### config.mk
export PLATFORM = sky130hd
export DESIGN_NAME = mlem_div
export DESIGN_NICKNAME = d
export VERILOG_FILES = /design/src/sv/mlem_pkg.sv /design/src/sv/mlem_div.sv
export SDC_FILE = /design/constraint.sdc
export NUM_CORES = 1
export LEC_CHECK = 0
export ABC_AREA = 1
export CAP_MARGIN = 40
export CORE_ASPECT_RATIO = 2
export CORE_MARGIN = 3
export CORE_UTILIZATION = 60
export CTS_BUF_LIST = sky130_fd_sc_hd__clkbuf_2
export DETAILED_ROUTE_END_ITERATION = 10
export DONT_BUFFER_PORTS = 1
export GPL_TIMING_DRIVEN = 0
export PLACE_DENSITY_LB_ADDON = 0.2
export SYNTH_ARGS = -nofsm -noshare
export SYNTH_HDL_FRONTEND = slang
export SYNTH_SLANG_ARGS = --single-unit
export TNS_END_PERCENT = 20
### constraint.sdc
create_clock -name clk -period 3 [get_ports clk]
set_input_delay 0.9 -clock clk [delete_from_list [all_inputs] [get_ports clk]]
set_output_delay 0.9 -clock clk [all_outputs]
set_load 0.005 [all_outputs]
### src/sv/mlem_pkg.sv
// Shared types and constants for the MLEM reconstruction block.
`default_nettype none
package mlem_pkg;
    typedef enum logic [1:0] {
        ACT_WEIGHT = 2'd0,
        ACT_SENS   = 2'd1,
        ACT_START  = 2'd2,
        ACT_NONE   = 2'd3
    } action_t;

    localparam logic REG_ITER = 1'b0;
    localparam logic REG_PEAK = 1'b1;

    localparam logic [31:0] ONE_Q16   = 32'h0001_0000;
    localparam logic [31:0] SAT32     = 32'hFFFF_FFFF;
    localparam logic [6:0]  MAX_PEAKS = 7'd64;
    localparam logic [15:0] ITER_RST  = 16'd2000;
    localparam logic [6:0]  PEAK_RST  = 7'd25;
endpackage
`default_nettype wire

### src/sv/mlem_div.sv
// Bit-serial 64/32 unsigned divider with 32-bit saturation and zero-divisor rule.
`default_nettype none
module mlem_div
    import mlem_pkg::*;
(
    input  wire logic        clk,
    input  wire logic        rst_n,
    input  wire logic        start,
    input  wire logic [63:0] num,
    input  wire logic [31:0] den,
    output logic             done,
    output logic [31:0]      quo
);
    typedef enum logic [2:0] {
        D_IDLE = 3'b001,
        D_RUN  = 3'b010,
        D_DONE = 3'b100
    } dstate_t;

    dstate_t     state_reg, state_next;
    logic [31:0] rem_reg;
    logic [31:0] q_reg;
    logic [31:0] den_reg;
    logic [4:0]  cnt_reg;
    logic [32:0] trial;
    logic        fits;

    assign trial = {rem_reg, q_reg[31]};
    assign fits  = trial >= {1'b0, den_reg};

    always_comb
    begin
        state_next = state_reg;
        unique case (state_reg)
            D_IDLE: if (start) state_next = (den == 32'd0 || num[63:32] >= den) ? D_DONE : D_RUN;
            D_RUN:  if (cnt_reg == 5'd31) state_next = D_DONE;
            D_DONE: state_next = D_IDLE;
            default: state_next = D_IDLE;
        endcase
    end

    always_ff @(posedge clk or negedge rst_n)
    begin
        if (!rst_n)
        begin
            state_reg <= D_IDLE;
            cnt_reg   <= 5'd0;
        end
        else
        begin
            state_reg <= state_next;
            if (state_reg == D_RUN) cnt_reg <= cnt_reg + 5'd1;
            else                    cnt_reg <= 5'd0;
        end
    end

    always_ff @(posedge clk)
    begin
        if (state_reg == D_IDLE && start)
        begin
            den_reg <= den;
            rem_reg <= num[63:32];
            if (den == 32'd0)             q_reg <= 32'd0;
            else if (num[63:32] >= den)   q_reg <= SAT32;
            else                          q_reg <= num[31:0];
        end
        else if (state_reg == D_RUN)
        begin
            rem_reg <= fits ? 32'(trial - {1'b0, den_reg}) : trial[31:0];
            q_reg   <= {q_reg[30:0], fits};
        end
    end

    assign done = (state_reg == D_DONE);
    assign quo  = q_reg;

`ifndef NO_ASSERTIONS
    a_start_idle: assert property (@(posedge clk) disable iff (!rst_n)
        start |-> state_reg == D_IDLE) else $error("divider started while busy");
    a_done_pulse: assert property (@(posedge clk) disable iff (!rst_n)
        done |=> !done) else $error("done longer than one cycle");
    a_run_len: assert property (@(posedge clk) disable iff (!rst_n)
        state_reg == D_RUN && cnt_reg == 5'd31 |=> done) else $error("run length wrong");
`endif
endmodule
`default_nettype wire

==> run summary, run 1 <==
worst hold path type -> input pin to register
status -> completed
worst slew pin tran -> 758 ps
count of cell types in the netlist -> 40
Yosys reg bits -> 104
Worst path top cell family by delay -> simple AND/OR/NAND/NOR gates
pwr dens -> 1190 nW/um^2
critical path type -> register to register
largest net degree at the start of global routing -> 34
leakage power -> 0.00454 uW
# hold bufs at CTS -> 1
PostCTS Resize Cnt -> 0
hold slack final -> 355 ps
Startpoint Class -> register
EDFF count, synth -> 96
Total GRT Usage -> 29.7%
register area -> 3080 sq um
slowest stage delay, CP -> 480 ps
Critical Path Start -> quo[31]
WP data required -> 3430 ps
Post-Route Setup TNS -> 0 ps
global placement routability congestion -> 0.948
CTS clk-pin slew, worst paths -> 330 ps
Pins Over Slew Limit -> 0
setup violators final -> 0
Clock Latency Late Sink -> 600 ps
final core utilization -> 64.9%
CP endpoint kind -> register
Clock Skew -> 23.6 ps
Syn Area/Cell -> 7.46 sq um
Layout area overhead -> 4.96%
Die Span X -> 89.7 um
final worst path period share -> 85.9%
Vias/cell -> 5.33
r2r worst-path depth -> 15
ys async rst share -> 7.69%
Mapped Nets -> 1292
initial antenna violation count -> 1
vias in the first global route -> 7311
global-route wire length before repair -> 35.0 mm
total CTS buffers -> 9
FILL cells -> 1262
relative slew slack -> 49.4%
flop2flop setup slack -> 420 ps
Critical-path top delay cell -> edfxtp_1
synth top area cells -> edfxtp_1 (34%), nand2_1 (17%), ha_1 (9.8%)
r2r startpoint -> quo[31]
H-tree depth -> 3
share of layout cells above drive strength 1 -> 10.0%
CTS max path bufs -> 2
WP depth -> 15
core box area -> 13600 sq um
PortBufs -> 0
critical path data arrival time -> 3000 ps
gr ovfl total -> 0
num rows -> 60
Synth Instances -> 1126
area share of the leading cell type in the synthesized netlist -> 34.3%
# IOs -> 132
CP Max Fanout -> 3
CP dominant cell by count -> nand2_1
crit path capture -> rem_reg[24]
CTS tree -> done
critical-path cell list -> inv_1, ha_1, fa_1, inv_1, nand3_1, nand3_1, nand2_1, nand2_1, nand2_1, nand3_1, nand2_1, nand2_1, nand2_2, nand3_2, nand2_1
final hold viol count -> 0
Synth Cell Area -> 8400 sq um
yosys warns -> 0
post-synthesis sequential area ratio -> 36.7%
Starting Density -> 61.8%
Die Span Y -> 173 um
initial DRC count -> 364
CTS root buffer -> clkbuf_2
die area -> 15500 sq um
Tmin final -> 2580 ps
vias post-DR -> 7104
final wirelength -> 22.2 mm
RSZ-0062 raised after global routing -> false
Max Fclk -> 388 MHz
placed instance count -> 1314
R2R Path End -> rem_reg[24]
MaxCap Viol Count -> 0
final net count -> 1307
Finished Layout Cells -> 1333
CP Buf/Inv Count -> 2
DRT antenna net count -> 0
postcts setup bufs -> 0
Max VDD drop -> 0.641 mV
largest area contributor in the netlist -> edfxtp_1
DRC viols -> 0
wire per inst -> 16.6 um
Pre-Repair DR Iteration Count -> 5
CTS Sinks -> 104
ys flop type -> edfxtp_1
Multi-input gate area -> 4350 sq um
DPL Wire Length -> 18.4 mm
[layer usage]
metal | global-route usage [%] | wire length (um) | vias up
li1 | - | - | 3584
met1 | 28.9 | 7530 | 3237
met2 | 56.7 | 12600 | 218
met3 | 4.61 | 994 | 65
met4 | 14.1 | 1070 | 0
met5 | 0 | 0 | -
[per-stage QoR]
step	area [sq um]	setup slack (ps)	total power, uW
detailed placement	8680	-147	9800
finish	8810	422	10500
floorplan	8400	194	8110
global placement	8630	-543	9650
global route	8810	239	11400
CTS	8800	443	10500
[how the worst min path moves through the flow]
stage                           from  slack (ps)  cells after the start           end
after floorplan           cnt_reg[0]         430                      1    cnt_reg[0]
after global placement    cnt_reg[0]         450                      1    cnt_reg[0]
after detailed placement  cnt_reg[0]         460                      1    cnt_reg[0]
after CTS                      rst_n          20                      0  state_reg[0]
after global routing         den[29]         260                      0   den_reg[29]
final                        den[10]         350                      0   den_reg[10]
[report_power, final]
part	leakage [uW]	internal, uW	switching (uW)	total (uW)
Sequential	0.00101	2580	348	2930
Clock	0.0000718	139	556	695
Combinational	0.00346	2460	4370	6830
Total	0.00454	5180	5270	10500
[worst reg2reg max path: cells and delay by family (launching register included)]
kind | cells | cell delay (ps)
adders and majority gates | 2 | 640
DFF | 1 | 480
and+or+nand+nor | 11 | 1060
buffers and inverters | 2 | 220
[area by class of cell]
type                    count  share of cell area, %
well taps                 186                   2.64
diodes                      1                 0.0284
repair buffers              4                  0.767
inverters                 202                   8.60
plain buffers              25                   2.30
clock inverters             6                  0.710
multi-input cells         795                   49.4
flip-flops and latches    104                   35.0
clock buffers              10                  0.568
[cells in the mapped netlist (7+ instances only)]
cell	n
a21oi_1	32
clkbuf_1	9
dfrtp_1	7
edfxtp_1	96
ha_1	66
inv_1	198
nand2_1	382
nand2_2	35
nand3_1	27
nand3_2	25
nand3b_1	43
nand4_1	15
nor2_1	87
nor3_1	7
o21ai_0	35
xnor2_1	13
[placed cells by master (no fill, tap or decap), types with 2 or more instances in the layout]
cell	count
nand2_1	382
inv_1	197
edfxtp_1	96
nor2_1	87
ha_1	66
nand3b_1	43
o21ai_0	35
nand2_2	35
a21oi_1	32
nand3_1	27
nand3_2	25
nand4_1	15
xnor2_1	13
clkbuf_2	11
clkbuf_1	8
nor3_1	7
dfrtp_1	7
buf_6	6
nor2_2	5
buf_2	5
inv_2	4
buf_12	4
nor2_4	3
a21o_1	3
nand2_8	2
buf_4	2
and2_1	2
o22ai_1	2
inv_6	2
clkinv_4	2
dlygate4sd3_1	2
[cells by family after synthesis]
group,after synthesis,synth area share [%]
fa+ha+maj,67,10.1
simple gates,637,35.4
compound gates,77,4.90
xor+xnor,14,1.46
flops,104,36.7
buf+inv,227,11.4
Note: power is estimated with default switching activity, not from simulation.
==> run 2: changes to the inputs <==
--- a/config.mk
+++ b/config.mk
@@ -9,7 +9,7 @@
 export CAP_MARGIN = 40
 export CORE_ASPECT_RATIO = 2
 export CORE_MARGIN = 3
-export CORE_UTILIZATION = 60
+export CORE_UTILIZATION = 30
 export CTS_BUF_LIST = sky130_fd_sc_hd__clkbuf_2
 export DETAILED_ROUTE_END_ITERATION = 10
 export DONT_BUFFER_PORTS = 1
==> run 2 against run 1 <==
Net effect:
- sequential share of layout area fell by 0.82 points
- critical path depth did not move
- register-to-register slack got worse by 30 ps
- worst setup slack got worse by 32 ps
- sequential cell count did not move
- routed wire length rose by 13%
==> run summary, run 2 (same netlist as run 1, synthesis figures left out) <==
Total GRT Usage -> 16.8% (was 29.7%)
Startpoint Class -> register (unchanged)
CTS Sinks -> 104 (unchanged)
CTS root buffer -> clkbuf_2 (unchanged)
most frequent cells in the layout -> nand2_1 (382), inv_1 (197), edfxtp_1 (96), nor2_1 (87), ha_1 (66) (unchanged)
H-tree depth -> 3 (unchanged)
Die Span X -> 124 um (was 89.7 um)
Clock Latency Late Sink -> 720 ps (was 600 ps)
pwr dens -> 1170 nW/um^2 (was 1190 nW/um^2)
Tmin final -> 2610 ps (was 2580 ps)
Starting Density -> 30.5% (was 61.8%)
DRC viols -> 0 (unchanged)
final worst path period share -> 87.0% (was 85.9%)
global placement routability congestion -> 0.899 (was 0.948)
status -> completed (unchanged)
leading cell type in the layout, fill and taps excluded -> nand2_1 (unchanged)
initial DRC count -> 270 (was 364)
final hold viol count -> 0 (unchanged)
share of layout cells above drive strength 1 -> 10.0% (about the same)
DRT antenna net count -> 0 (unchanged)
Vias/cell -> 4.63 (was 5.33)
Clock Skew -> 38.6 ps (was 23.6 ps)
gr ovfl total -> 0 (unchanged)
leakage power -> 0.00453 uW (was 0.00454 uW)
core box area -> 27500 sq um (was 13600 sq um)
Max Fclk -> 383 MHz (was 388 MHz)
wire per inst -> 16.7 um (was 16.6 um)
MaxCap Viol Count -> 0 (unchanged)
critical path type -> register to register (unchanged)
relative slew slack -> 59.1% (was 49.4%)
worst slew pin tran -> 613 ps (was 758 ps)
setup violators final -> 0 (unchanged)
global-route wire length before repair -> 39.2 mm (was 35.0 mm)
critical path data arrival time -> 3140 ps (was 3000 ps)
# IOs -> 132 (unchanged)
PostCTS Resize Cnt -> 0 (unchanged)
CTS tree -> done (unchanged)
PortBufs -> 0 (unchanged)
FILL cells -> 3083 (was 1262)
num rows -> 86 (was 60)
Pre-Repair DR Iteration Count -> 5 (unchanged)
vias post-DR -> 6936 (was 7104)
worst hold path type -> input pin to register (unchanged)
CP Max Fanout -> 3 (unchanged)
final wirelength -> 25.1 mm (was 22.2 mm)
largest net degree at the start of global routing -> 45 (was 34)
vias in the first global route -> 7271 (was 7311)
Die Span Y -> 243 um (was 173 um)
Pins Over Slew Limit -> 0 (unchanged)
DPL Wire Length -> 21.4 mm (was 18.4 mm)
hold slack final -> 241 ps (was 355 ps)
initial antenna violation count -> 1 (unchanged)
final net count -> 1306 (was 1307)
Max VDD drop -> 0.576 mV (was 0.641 mV)
Layout area overhead -> 7.48% (was 4.96%)
CTS clk-pin slew, worst paths -> 330 ps (about the same)
CTS max path bufs -> 2 (unchanged)
total CTS buffers -> 9 (unchanged)
CP endpoint kind -> register (unchanged)
Post-Route Setup TNS -> 0 ps (unchanged)
die area -> 30200 sq um (was 15500 sq um)
RSZ-0062 raised after global routing -> false (unchanged)
WP data required -> 3540 ps (was 3430 ps)
## run 2: cell count changes in the layout (fill, tap and decap cells not counted), sizes merged
cell         change
clkinvlp         +2
inv              -1
bufinv           +1
clkbuf           -1
clkinv           -1
dlygate4sd3      -1
## run 2: what timing repair did
item | 4_1_cts | 5_1_grt
endpoints found under the hold margin | 8 | 0
hold buffers | 1 | 0
buffers inserted | 0 | 0
## run 2: layout make-up
class | count | area, sq um | area share (%)
inverter | 202 | 761 | 8.43
sequential | 104 | 3080 | 34.2
antenna | 1 | 2.50 | 0.0277
tap | 352 | 440 | 4.88
buffer | 25 | 203 | 2.25
timing repair buffer | 3 | 57.6 | 0.638
clock inverter | 7 | 78.8 | 0.873
clock buffer | 9 | 45.0 | 0.499
multi-input combinational | 795 | 4350 | 48.2
## run 2: where the power goes
part	leakage [uW]	internal [uW]	total, uW	switching, uW
clock	0.0000704	202	753	551
combinational	0.00345	2460	6900	4440
sequential	0.00101	2580	2940	360
## run 2: through the flow
stage                     setup WS [ps]  utilization (%)  power [uW]  std cells  cell area [sq um]
after detailed placement           -247             32.3        9990       1480               8890
after global routing                237             32.8       11700       1498               9020
final                               390             32.8       10600       1498               9020
after floorplan                     194                -        8110       1126               8400
after CTS                           383             32.8       10800       1497               9020
after global placement             -770             32.1        9940       1478               8840
## run 2: final timing paths
kind | start | end | slack, ps | cells past startpoint
max | quo[31] | rem_reg[28] | 390 | 15
min | den[0] | den_reg[0] | 240 | 0
max reg2reg | quo[31] | rem_reg[28] | 390 | 15
min reg2reg | cnt_reg[0] | cnt_reg[0] | 490 | 1
max in group asynchronous | rst_n | state_reg[0] | 2170 | 1
min in group asynchronous | rst_n | cnt_reg[2] | 510 | 1
## run 2: worst max-delay path: stages, from the launching register on
cell and delay, ps:
edfxtp_1 470, inv_1 90, ha_1 230, fa_1 410, inv_1 130, nand3_1 80
nand3_1 170, nand3_1 90, nand2_1 240, nand2_1 150, nand2_1 90, nand2_1 50
nand2_1 80, nand2_2 50, nand3_2 50, nand2_1 50
## run 2: layer usage
metal	routed length, um	GRT usage, %	vias to the layer above
li1	-	-	3577
met1	8220	15.4	3150
met2	14500	33.8	175
met3	1400	4.25	34
met4	980	7.46	0
met5	0	0	-
